## config.mk

```make
export PLATFORM = sky130hd
export DESIGN_NAME = cbor_item_head_encoder
export DESIGN_NICKNAME = d
export VERILOG_FILES = /design/src/design/cbor_enc_pkg.sv /design/src/design/cbor_enc_front.sv /design/src/design/cbor_enc_queue.sv /design/src/design/cbor_enc_back.sv /design/src/design/cbor_item_head_encoder.sv
export SDC_FILE = /design/constraint.sdc
export NUM_CORES = 1
export LEC_CHECK = 0
export BUFFER_PORTS_ARGS = -buffer_cell sky130_fd_sc_hd__buf_4
export CAP_MARGIN = 40
export CORE_MARGIN = 2
export CORE_UTILIZATION = 45
export DETAILED_ROUTE_END_ITERATION = 7
export PLACE_DENSITY = 0.64
export SYNTH_ARGS = -nofsm -noshare
export SYNTH_HDL_FRONTEND = slang
export SYNTH_SLANG_ARGS = --single-unit
export TNS_END_PERCENT = 30
```

## constraint.sdc

```tcl
create_clock -name i_clk -period 16.6 [get_ports i_clk]
set_input_delay 0.83 -clock i_clk [delete_from_list [all_inputs] [get_ports i_clk]]
set_output_delay 0.83 -clock i_clk [all_outputs]
set_load 0.01 [all_outputs]
```

## src/design/cbor_enc_pkg.sv

```systemverilog
// Shared types and codes for the CBOR item head encoder.
package cbor_enc_pkg;

    localparam logic [2:0] OP_HEAD       = 3'd0;
    localparam logic [2:0] OP_SIGNED_INT = 3'd1;
    localparam logic [2:0] OP_FLOAT32    = 3'd2;
    localparam logic [2:0] OP_FLOAT64    = 3'd3;
    localparam logic [2:0] OP_PAYLOAD    = 3'd4;
    localparam logic [2:0] OP_NEW_BUFFER = 3'd5;

    localparam logic [2:0] MAJOR_UINT = 3'd0;
    localparam logic [2:0] MAJOR_NINT = 3'd1;

    localparam logic [4:0] AI_UINT8  = 5'd24;
    localparam logic [4:0] AI_UINT16 = 5'd25;
    localparam logic [4:0] AI_UINT32 = 5'd26;
    localparam logic [4:0] AI_UINT64 = 5'd27;

    localparam logic [7:0] IB_FLOAT32 = 8'hFA;
    localparam logic [7:0] IB_FLOAT64 = 8'hFB;

    localparam int          CAP_W         = 17;
    localparam logic [16:0] CAP_RESET     = 17'd4096;

    // One classified request, handed from the front to the serializer.
    typedef struct packed {
        logic        first_valid;  // initial or payload byte was written
        logic [7:0]  first_byte;
        logic [63:0] arg;          // argument or float bits, big-endian out
        logic [3:0]  arg_len;      // argument bytes written after the first
        logic        status;       // buffer full
    } t_desc;

endpackage

```

## src/design/cbor_enc_front.sv

```systemverilog
// Request classifier and buffer capacity accounting.
module cbor_enc_front (
    input  logic                        i_clk,
    input  logic                        i_rst_n,
    input  logic                        i_cfg_we,
    input  logic [16:0]                 i_cfg_wdata,
    input  logic                        i_push,
    input  logic                        i_q_full,
    input  logic [2:0]                  i_operation,
    input  logic [2:0]                  i_major_type,
    input  logic [63:0]                 i_value,
    output logic                        o_q_push,
    output cbor_enc_pkg::t_desc         o_desc
);
    import cbor_enc_pkg::*;

    logic [CAP_W-1:0] r_cap, n_cap;
    logic [CAP_W-1:0] r_bw, n_bw;

    logic [CAP_W-1:0] space;
    logic             is_write;
    logic [7:0]       first_byte;
    logic [63:0]      arg;
    logic [3:0]       arg_len;
    logic [2:0]       hd_major;
    logic [63:0]      hd_arg;
    logic [4:0]       hd_ai;
    logic [3:0]       hd_len;
    logic [4:0]       need;
    logic             fit1;
    logic             fit2;

    // Shortest-form head for the major type and argument.
    always_comb begin
        hd_major = i_major_type;
        hd_arg   = i_value;
        if (i_operation == OP_SIGNED_INT) begin
            hd_major = i_value[63] ? MAJOR_NINT : MAJOR_UINT;
            hd_arg   = i_value[63] ? ~i_value : i_value;
        end
        if (hd_arg < 64'd24) begin
            hd_ai  = hd_arg[4:0];
            hd_len = 4'd0;
        end else if (hd_arg[63:8] == '0) begin
            hd_ai  = AI_UINT8;
            hd_len = 4'd1;
        end else if (hd_arg[63:16] == '0) begin
            hd_ai  = AI_UINT16;
            hd_len = 4'd2;
        end else if (hd_arg[63:32] == '0) begin
            hd_ai  = AI_UINT32;
            hd_len = 4'd4;
        end else begin
            hd_ai  = AI_UINT64;
            hd_len = 4'd8;
        end
    end

    always_comb begin
        is_write   = 1'b1;
        first_byte = {hd_major, hd_ai};
        arg        = hd_arg;
        arg_len    = hd_len;
        case (i_operation)
            OP_HEAD, OP_SIGNED_INT: begin
            end
            OP_FLOAT32: begin
                first_byte = IB_FLOAT32;
                arg        = {32'd0, i_value[31:0]};
                arg_len    = 4'd4;
            end
            OP_FLOAT64: begin
                first_byte = IB_FLOAT64;
                arg        = i_value;
                arg_len    = 4'd8;
            end
            OP_PAYLOAD: begin
                first_byte = i_value[7:0];
                arg_len    = 4'd0;
            end
            default: begin
                is_write = 1'b0;
                arg_len  = 4'd0;
            end
        endcase
    end

    assign space = (r_cap > r_bw) ? (r_cap - r_bw) : '0;
    assign need  = 5'd1 + {1'b0, arg_len};
    assign fit1  = (space != '0);
    assign fit2  = (space >= {{(CAP_W-5){1'b0}}, need});

    assign o_q_push = i_push && !i_q_full;

    always_comb begin
        o_desc.first_byte  = first_byte;
        o_desc.arg         = arg;
        o_desc.first_valid = 1'b0;
        o_desc.arg_len     = 4'd0;
        o_desc.status      = 1'b0;
        n_bw               = r_bw;
        if (is_write) begin
            if (!fit1) begin
                o_desc.status = 1'b1;
            end else if (!fit2) begin
                // head fits, argument dropped
                o_desc.first_valid = 1'b1;
                o_desc.status      = 1'b1;
                n_bw               = r_bw + 17'd1;
            end else begin
                o_desc.first_valid = 1'b1;
                o_desc.arg_len     = arg_len;
                n_bw               = r_bw + {{(CAP_W-5){1'b0}}, need};
            end
        end else if (i_operation == OP_NEW_BUFFER) begin
            n_bw = '0;
        end
    end

    assign n_cap = i_cfg_we ? i_cfg_wdata : r_cap;

    always_ff @(posedge i_clk) begin
        if (!i_rst_n) begin
            r_cap <= CAP_RESET;
            r_bw  <= '0;
        end else begin
            r_cap <= n_cap;
            if (o_q_push) begin
                r_bw <= n_bw;
            end
        end
    end

endmodule

```

## src/design/cbor_enc_queue.sv

```systemverilog
// Short descriptor queue between the classifier and the serializer.
module cbor_enc_queue #(
    parameter int DEPTH = 2
) (
    input  logic                i_clk,
    input  logic                i_rst_n,
    input  logic                i_push,
    input  cbor_enc_pkg::t_desc i_desc,
    input  logic                i_pop,
    output cbor_enc_pkg::t_desc o_desc,
    output logic                o_full,
    output logic                o_empty
);
    import cbor_enc_pkg::*;

    localparam int PTR_W = (DEPTH > 1) ? $clog2(DEPTH) : 1;
    localparam int CNT_W = $clog2(DEPTH + 1);
    localparam logic [PTR_W-1:0] PTR_LAST = PTR_W'(DEPTH - 1);
    localparam logic [CNT_W-1:0] CNT_FULL = CNT_W'(DEPTH);

    t_desc            r_mem [DEPTH];
    logic [PTR_W-1:0] r_wptr, n_wptr;
    logic [PTR_W-1:0] r_rptr, n_rptr;
    logic [CNT_W-1:0] r_cnt, n_cnt;

    assign o_full  = (r_cnt == CNT_FULL);
    assign o_empty = (r_cnt == '0);
    assign o_desc  = r_mem[r_rptr];

    always_comb begin
        n_wptr = r_wptr;
        n_rptr = r_rptr;
        n_cnt  = r_cnt;
        if (i_push) begin
            n_wptr = (r_wptr == PTR_LAST) ? '0 : r_wptr + 1'b1;
        end
        if (i_pop) begin
            n_rptr = (r_rptr == PTR_LAST) ? '0 : r_rptr + 1'b1;
        end
        if (i_push && !i_pop) begin
            n_cnt = r_cnt + 1'b1;
        end else if (!i_push && i_pop) begin
            n_cnt = r_cnt - 1'b1;
        end
    end

    always_ff @(posedge i_clk) begin
        if (!i_rst_n) begin
            r_wptr <= '0;
            r_rptr <= '0;
            r_cnt  <= '0;
        end else begin
            r_wptr <= n_wptr;
            r_rptr <= n_rptr;
            r_cnt  <= n_cnt;
        end
    end

    always_ff @(posedge i_clk) begin
        if (i_push) begin
            r_mem[r_wptr] <= i_desc;
        end
    end

endmodule

```

## src/design/cbor_enc_back.sv

```systemverilog
// Byte serializer with a registered result stage.
module cbor_enc_back (
    input  logic                i_clk,
    input  logic                i_rst_n,
    input  cbor_enc_pkg::t_desc i_desc,
    input  logic                i_q_empty,
    output logic                o_q_pop,
    input  logic                i_pop,
    output logic                o_empty,
    output logic [7:0]          o_out_byte,
    output logic                o_byte_valid,
    output logic                o_last,
    output logic                o_status
);
    import cbor_enc_pkg::*;

    logic       r_out_valid, n_out_valid;
    logic [7:0] r_byte;
    logic       r_bv;
    logic       r_last;
    logic       r_status;
    logic [3:0] r_pos, n_pos;

    logic       emit;
    logic [7:0] cur_byte;
    logic       cur_bv;
    logic       cur_last;
    logic [2:0] sh;
    logic [63:0] arg_sh;

    assign emit = !i_q_empty && (!r_out_valid || i_pop);

    // Argument bytes go out most significant first.
    assign sh     = 3'(i_desc.arg_len - r_pos);
    assign arg_sh = i_desc.arg >> {sh, 3'b000};

    always_comb begin
        if (r_pos == 4'd0) begin
            cur_bv   = i_desc.first_valid;
            cur_byte = i_desc.first_valid ? i_desc.first_byte : 8'd0;
            cur_last = !i_desc.first_valid || (i_desc.arg_len == 4'd0);
        end else begin
            cur_bv   = 1'b1;
            cur_byte = arg_sh[7:0];
            cur_last = (r_pos == i_desc.arg_len);
        end
    end

    assign o_q_pop = emit && cur_last;

    always_comb begin
        n_out_valid = r_out_valid;
        n_pos       = r_pos;
        if (emit) begin
            n_out_valid = 1'b1;
            n_pos       = cur_last ? 4'd0 : r_pos + 4'd1;
        end else if (i_pop) begin
            n_out_valid = 1'b0;
        end
    end

    always_ff @(posedge i_clk) begin
        if (!i_rst_n) begin
            r_out_valid <= 1'b0;
            r_pos       <= 4'd0;
        end else begin
            r_out_valid <= n_out_valid;
            r_pos       <= n_pos;
        end
    end

    always_ff @(posedge i_clk) begin
        if (emit) begin
            r_byte   <= cur_byte;
            r_bv     <= cur_bv;
            r_last   <= cur_last;
            r_status <= cur_last && i_desc.status;
        end
    end

    assign o_empty      = !r_out_valid;
    assign o_out_byte   = r_byte;
    assign o_byte_valid = r_bv;
    assign o_last       = r_last;
    assign o_status     = r_status;

endmodule

```

## src/design/cbor_item_head_encoder.sv

```systemverilog
// CBOR item head encoder: a request is classified and checked against the
// buffer capacity in the cycle it is pushed, then queued; the serializer
// sends one result per cycle while results are popped. A request yields
// max(1, k) results, k being the bytes it writes (up to 9 for a 64-bit
// head or a float64), and holds the serializer until all are sent, so
// single-byte requests such as payload bytes run at one per cycle. Pushes
// are taken every cycle while the descriptor queue (QUEUE_DEPTH entries)
// has room, also while a result waits to be popped. A pushed request
// passes through the descriptor queue and then the registered result
// stage before its first result shows on the result ports to be popped.
module cbor_item_head_encoder #(
    parameter int QUEUE_DEPTH = 2
) (
    input  logic        i_clk,
    input  logic        i_rst_n,
    input  logic        i_cfg_we,
    input  logic [16:0] i_cfg_wdata,
    input  logic        push,
    output logic        full,
    input  logic [2:0]  i_operation,
    input  logic [2:0]  i_major_type,
    input  logic [63:0] i_value,
    output logic        empty,
    input  logic        pop,
    output logic [7:0]  o_out_byte,
    output logic        o_byte_valid,
    output logic        o_last,
    output logic        o_status
);
    import cbor_enc_pkg::*;

    t_desc front_desc;
    t_desc head_desc;
    logic  q_push;
    logic  q_pop;
    logic  q_full;
    logic  q_empty;

    assign full = q_full;

    cbor_enc_front u_front (
        .i_clk        (i_clk),
        .i_rst_n      (i_rst_n),
        .i_cfg_we     (i_cfg_we),
        .i_cfg_wdata  (i_cfg_wdata),
        .i_push       (push),
        .i_q_full     (q_full),
        .i_operation  (i_operation),
        .i_major_type (i_major_type),
        .i_value      (i_value),
        .o_q_push     (q_push),
        .o_desc       (front_desc)
    );

    cbor_enc_queue #(
        .DEPTH (QUEUE_DEPTH)
    ) u_queue (
        .i_clk   (i_clk),
        .i_rst_n (i_rst_n),
        .i_push  (q_push),
        .i_desc  (front_desc),
        .i_pop   (q_pop),
        .o_desc  (head_desc),
        .o_full  (q_full),
        .o_empty (q_empty)
    );

    cbor_enc_back u_back (
        .i_clk        (i_clk),
        .i_rst_n      (i_rst_n),
        .i_desc       (head_desc),
        .i_q_empty    (q_empty),
        .o_q_pop      (q_pop),
        .i_pop        (pop),
        .o_empty      (empty),
        .o_out_byte   (o_out_byte),
        .o_byte_valid (o_byte_valid),
        .o_last       (o_last),
        .o_status     (o_status)
    );

endmodule

```

==> results of run 1 <==
cell families after synthesis:
family	share of synthesized area
AO/OA/AOI/OAI	0.0965
flip-flops	0.545
XOR/XNOR	0.0445
buffers and inverters	0.0296
adder cells (fa/ha/maj)	0.0437
other	0.000694
multiplexers	0.120
AND/OR/NAND/NOR	0.121
worst max-delay path by stage:
stage / cells after the start / end / slack (ns) / startpoint
2_1_floorplan: 27 / u_front.r_bw[14]$_SDFFE_PN0P_ / 10.28 / i_operation[1]
3_3_place_gp: 28 / u_front.r_bw[14]$_SDFFE_PN0P_ / 9.45 / i_operation[1]
3_5_place_dp: 28 / u_front.r_bw[14]$_SDFFE_PN0P_ / 9.28 / i_operation[1]
4_1_cts: 27 / u_front.r_bw[14]$_SDFFE_PN0P_ / 9.79 / i_operation[2]
5_1_grt: 27 / u_front.r_bw[14]$_SDFFE_PN0P_ / 9.23 / i_operation[2]
6_report: 27 / u_front.r_bw[14]$_SDFFE_PN0P_ / 9.76 / i_operation[2]
state kept, by name, summed over array words and instances (netlist names), named ones only:
register	flops
u_queue.r_mem	156
u_front.r_bw	17
u_front.r_cap	17
u_back.o_out_byte	8
u_back.r_pos	4
u_queue.r_cnt	2
u_back.o_byte_valid	1
u_back.o_last	1
u_back.o_status	1
u_back.r_out_valid	1
u_queue.r_rptr	1
u_queue.r_wptr	1
worst max-delay path: cells and delay by family:
kind / cells / cell delay (ns)
adders and majority gates: 4 / 0.82
xor gates and xnor gates: 2 / 0.40
buffers and inverters: 3 / 0.81
and+or+nand+nor: 12 / 3.31
AOI/OAI and AO/OA: 6 / 1.09
routing by layer:
layer	global-route usage	share of wire
met2	0.301	0.46
met3	0.0287	0.054
met1	0.275	0.47
met4	0.0512	0.024
met5	0	0
power groups by stage:
stage               clock (mW)  combinational, mW  sequential [mW]
floorplan                    0              0.378            0.723
global placement             0              0.572            0.713
detailed placement           0              0.591            0.715
CTS                      0.531              0.594            0.705
global route             0.553              0.634            0.712
finish                   0.523              0.586            0.704
layout by cell type, fill, tap and decap left out, types with 3 or more instances in the layout:
cell	count
mux4_2	40
o211ai_1	8
nor3_1	13
mux2_2	4
or2_2	3
nand4_1	20
inv_1	43
o21a_1	5
a21o_1	7
xnor2_1	41
o31ai_1	3
clkbuf_16	24
edfxtp_1	167
mux2i_1	35
a31oi_1	15
and3_1	4
clkinv_1	6
o21bai_1	3
a21oi_1	61
and2_1	4
clkinv_2	8
nor2b_1	12
o21ai_0	12
or4_1	9
buf_4	115
or3_1	5
o2111ai_1	3
xor2_1	14
dfxtp_1	43
nand2b_1	10
bufinv_16	3
ha_1	32
fa_1	3
nor4_1	18
o32ai_1	3
nand3_1	15
o22ai_1	10
nor2_1	93
nand2_1	41
layout make-up:
class	count	share of cell area
clock inverter	20	0.0147
sequential	211	0.459
multi-input combinational	590	0.360
inverter	44	0.0128
timing repair buffer	120	0.0755
clock buffer	24	0.0467
tap	319	0.0310
==> flow_summary_export.csv, run 1 <==
group,metric,value,unit
status,outcome,"finished clean",
clock_network,cts_tree,"built",
synth,synth.top_cells.by_count,"edfxtp_1 (167), nor2_1 (96), a21oi_1 (61), dfxtp_1 (44), inv_1 (43)",
critical_path,slowest_stage,"or4b_2",
sta,min_period,6.84,ns
sta,finClkSkew,0.0173,ns
grt,grt_pass1_vias,7106,
pwr,switching_power,553,uW
critical_path,end_kind,"flip-flop",
pwr,clockPowerShare,0.289,
grt,grt_max_degree,51,
run,max_cap_violations,0,
sta,rsz0062_at_grt,"false",
die,die_x,159,um
grt,grt_pass1_wl,38500,um
die,io_pins,105,
sta,final_max_slew_viol_count,0,
synth,synth_edf_count,167,
synth,synth_seq_area_share,0.545,
critical_path,r2r_cells,27,
pwr,seqPwrFrac,0.388,
sta,setup_ws,9.76,ns
critical_path,start_kind,"input pin",
cells_and_area,diodes,0,
synth,synth.net_count,1013,
clock_network,post_cts_buffers,0,
die,initial_core_util,0.460,
critical_path,crit_path_frequent_cell,"ha_1",
critical_path,r2r_start,"u_front.r_bw[7]$_SDFFE_PN0P_",
synth,synth_top_area_share,0.463,
clock_network,cts_buffer_depth,3,
sta,slew_headroom,0.533,
critical_path,critPathRequiredTime,17.06,ns
clock_network,cts_made_buffers,24,
sta,finalSetupViolations,0,
synth,yosys-top-cells-area,"edfxtp_1 (46%), mux4_2 (8.3%), dfxtp_1 (8.1%), ha_1 (3.8%), nor2_1 (3.3%)",
synth,mappedNetlistArea,10800,um^2
placement,place_congestion,0.845,
pwr,totalPowerFinal,1.81,mW
synth,async_reset_ff_frac,0,
placement,hpwlAfterDp,17400,um
critical_path,max_stage_delay,0.66,ns
worst_hold_path,hold_start,"u_front.r_bw[16]$_SDFFE_PN0P_",
placement,dp_slack,9.28,ns
placement,portBuffers,104,
grt,grt_antenna_before_repair,0,
placement,placed_area,12100,um^2
sta,fmax,146,MHz
clock_network,ctsResizeCount,0,
die,num_rows,56,
synth,ys_warn_count,0,
clock_network,cts-root-buf,"clkbuf_16",
drt,dr.pass1.iters,5,
sta,hold_ws,0.475,ns
cells_and_area,nFillCells,2043,
pwr,peakVddDrop,0.0771,mV
pwr,p_comb_frac,0.323,
drt,drc,0,
critical_path,r2r-end,"u_front.r_bw[14]$_SDFFE_PN0P_",
synth,yosysUniqueCellTypes,65,
critical_path,crit_fanout,36,
sta,finalHoldViolations,0,
synth,synth_flop_cell,"edfxtp_1",
drt,viasPerCell,5.58,
drt,post_drt_wl_per_cell,18.4,um
worst_hold_path,hold_depth,2,
clock_network,htree_levels,1,
cells_and_area,fin_nets,1119,
cells_and_area,multiInputGateArea,4630,um^2
die,die-height,159,um
synth,avgSynthCellArea,12.2,um^2
sta,setup-tns-final,0,ns
clock_network,cts_sinks,211,
cells_and_area,fin_cells,1328,
die,core,23500,um^2
sta,period_share,0.412,
cells_and_area,drive_gt1_frac,0.219,
grt,track_usage,0.190,
drt,wl,24500,um
pwr,internal_power,1.26,mW
cells_and_area,area_growth,18.8,%
synth,ys_seq_elements,211,
drt,drt_iter0_drc,453,
clock_network,clk_pin_slew_worst_paths,0.06,ns
critical_path,rrSetupSlack,10.36,ns
placement,dp.cells,1283,
die,die_area,25300,um^2
drt,final_antenna_net_count,0,
worst_hold_path,worstHoldPathType,"reg2reg",
grt,overflow,0,
synth,yosysMostFrequentCell,"edfxtp_1",
worst_hold_path,hold_path_end,"u_front.r_bw[16]$_SDFFE_PN0P_",
pwr,switching_share,0.305,
clock_network,postCtsHoldBufs,0,
pwr,p_leak,4.63,nW
critical_path,path_class,"in2reg",
clock_network,insertion_delay,0.53,ns
cells_and_area,stdcell_area,12900,um^2
synth,syn_inst,885,
cells_and_area,ff_latch_area,5900,um^2
sta,worst_pin_slew,0.701,ns
drt,num_vias,7405,
synth,yosys.area.top_type,"edfxtp_1",
pwr,p_per_area,141,nW/um^2
critical_path,crit_arrival,7.30,ns
cells_and_area,final_util,0.546,
Note: power is estimated with default switching activity, not from simulation.
==> inputs of run 2 (changes only) <==
--- a/config.mk
+++ b/config.mk
@@ -10,7 +10,7 @@
 export CORE_MARGIN = 2
 export CORE_UTILIZATION = 45
 export DETAILED_ROUTE_END_ITERATION = 7
-export PLACE_DENSITY = 0.64
+export PLACE_DENSITY = 0.67
 export SYNTH_ARGS = -nofsm -noshare
 export SYNTH_HDL_FRONTEND = slang
 export SYNTH_SLANG_ARGS = --single-unit
==> constraint.sdc (replaced) <==
create_clock -name i_clk -period 5.8 [get_ports i_clk]
set_input_delay 0.29 -clock i_clk [delete_from_list [all_inputs] [get_ports i_clk]]
set_output_delay 0.29 -clock i_clk [all_outputs]
set_load 0.01 [all_outputs]
==> run 2 against run 1 <==
Routed wire length is 4.3% higher. First-iteration DRC count is 17% higher. Register-to-register slack worse by 10 ns. Core utilization is 3.7 points higher. Critical path depth is 3 lower. Cell count is 6.9% higher. Global-route usage is 0.96 points higher.
==> flow_summary_export.csv, run 2 (synthesis gave the netlist of run 1 again) <==
group,metric,value,unit
cells_and_area,final_common_cell,"buf_4",
pwr,p_per_area,391,nW/um^2
run,max_cap_violations,0,
critical_path,slowest_stage,"or4_4",
critical_path,crit_chain,"inv_1 -> ha_1 -> inv_1 -> fa_2 -> a21o_1 -> a221oi_4 -> o221a_4 -> o221ai_2 -> xor2_1 -> or4_4 -> or4_4 -> a221oi_4 -> nand2b_4 -> ha_4 -> fa_2 -> a21o_1 -> a21oi_1 -> nor2b_2 -> o2111ai_2 -> nor3_2 -> nand3_1 -> or2_2 -> or4_1 -> nand3_1",
die,die_area,25300,um^2
die,initial_core_util,0.460,
grt,grt_pass1_vias,7731,
cells_and_area,fin_nets,1210,
clock_network,cts_sinks,211,
die,core,23500,um^2
drt,post_drt_wl_per_cell,18.0,um
sta,finalHoldViolations,0,
placement,placed_area,12600,um^2
placement,place_congestion,0.857,
drt,num_vias,7815,
clock_network,cts_tree,"built",
cells_and_area,drive_gt1_frac,0.275,
cells_and_area,largest_reg_flops,156,
placement,portBuffers,104,
cells_and_area,largestRegisters,"u_queue.r_mem: 156 flops, u_front.r_bw: 17 flops, u_front.r_cap: 17 flops",
critical_path,max_stage_delay,0.54,ns
grt,grt_pass1_wl,40600,um
critical_path,crit_arrival,6.18,ns
drt,viasPerCell,5.51,
sta,fmax,175,MHz
cells_and_area,largest_register,"u_queue.r_mem",
clock_network,cts_buffer_depth,3,
pwr,p_leak,5.07,nW
sta,finalSetupViolations,0,
placement,hpwlAfterDp,18400,um
grt,track_usage,0.200,
drt,wl,25500,um
die,num_rows,56,
sta,slew_headroom,0.555,
sta,rsz0062_at_grt,"true",
clock_network,htree_levels,1,
drt,final_antenna_net_count,0,
sta,final_max_slew_viol_count,0,
die,io_pins,105,
grt,grt_antenna_before_repair,0,
critical_path,end_kind,"flip-flop",
grt,grt_max_degree,65,
critical_path,critPathRequiredTime,6.27,ns
drt,dr.pass1.iters,5,
sta,period_share,0.985,
cells_and_area,area_growth,26.8,%
worst_hold_path,worstHoldPathType,"in2reg",
die,die-height,159,um
critical_path,crit_fanout,4,
status,outcome,"finished clean",
clock_network,cts-root-buf,"clkbuf_16",
clock_network,clk_pin_slew_worst_paths,0.06,ns
sta,hold_ws,0.0464,ns
pwr,peakVddDrop,0.213,mV
critical_path,path_class,"reg2reg",
cells_and_area,stdcell_area,13700,um^2
cells_and_area,diodes,0,
sta,finClkSkew,0.0270,ns
drt,drc,0,
grt,overflow,0,
critical_path,start_kind,"flip-flop",
sta,min_period,5.71,ns
die,die_x,159,um
sta,worst_pin_slew,0.668,ns
drt,drt_iter0_drc,530,
clock_network,cts_made_buffers,24,
clock_network,insertion_delay,0.55,ns
cells_and_area,mostFrequentLayoutCells,"buf_4 (188), edfxtp_1 (167), nor2_1 (93)",
## run 2: worst max-delay path: cells and delay by family, from the launching register on
family                   cells  cell delay, ns
AO/OA/AOI/OAI                8            1.66
AND/OR/NAND/NOR              9            2.57
buffers and inverters        2            0.12
XOR/XNOR                     1            0.15
adder cells (fa/ha/maj)      4            0.83
flip-flops                   1            0.31
## run 2: metrics by stage
| step | instances | TNS [ns] | power [mW] | setup slack [ns] | utilization |
|---|---|---|---|---|---|
| 2_1_floorplan | 885 | 0 | 3.15 | 0.0224 | - |
| 3_3_place_gp | 1352 | -0.559 | 3.71 | -0.256 | 0.532 |
| 3_5_place_dp | 1356 | -1.23 | 3.77 | -0.476 | 0.536 |
| 4_1_cts | 1417 | 0 | 5.40 | 0.0160 | 0.580 |
| 5_1_grt | 1419 | -0.448 | 5.61 | -0.201 | 0.583 |
| 6_report | 1419 | 0 | 5.36 | 0.0876 | 0.583 |
## run 2: worst paths after layout
| kind | start | end | slack, ns | depth (start not counted) |
|---|---|---|---|---|
| hold reg to reg | u_front.r_bw[9]$_SDFFE_PN0P_ | u_front.r_bw[9]$_SDFFE_PN0P_ | 0.48 | 2 |
| setup / recovery | u_front.r_cap[0]$_SDFFE_PN0P_ | u_front.r_bw[16]$_SDFFE_PN0P_ | 0.09 | 24 |
| hold / removal | i_rst_n | u_front.r_cap[12]$_SDFFE_PN1P_ | 0.05 | 2 |
| setup reg to reg | u_front.r_cap[0]$_SDFFE_PN0P_ | u_front.r_bw[16]$_SDFFE_PN0P_ | 0.09 | 24 |
## run 2: layout make-up
| class | count | area (um^2) |
|---|---|---|
| timing repair buffer | 211 | 1710 |
| inverter | 44 | 165 |
| clock inverter | 11 | 193 |
| tap | 319 | 399 |
| multi-input combinational | 590 | 4690 |
| fill | 1935 | 9810 |
| sequential | 211 | 5900 |
| clock buffer | 33 | 674 |
## run 2: metal layers
layer | global-route usage | wire, um | vias to the layer above
met5 | 0 | 0 | -
met4 | 0.0504 | 528 | 0
met3 | 0.0331 | 1570 | 37
met2 | 0.328 | 12100 | 227
met1 | 0.278 | 11300 | 3790
li1 | - | - | 3761
## run 2: report_power, final
part / switching, mW / internal (mW)
Combinational: 0.895 / 0.804
Sequential: 0.0997 / 1.95
Clock: 0.618 / 0.999
Total: 1.61 / 3.75
## run 2: what timing repair did
item                       4_1_cts  5_1_grt
hold endpoints to repair        17        0
setup buffers                    0        2
resized for setup                1       10
hold buffers                    17        0
setup endpoints to repair        2        3
pin swaps                        1        8
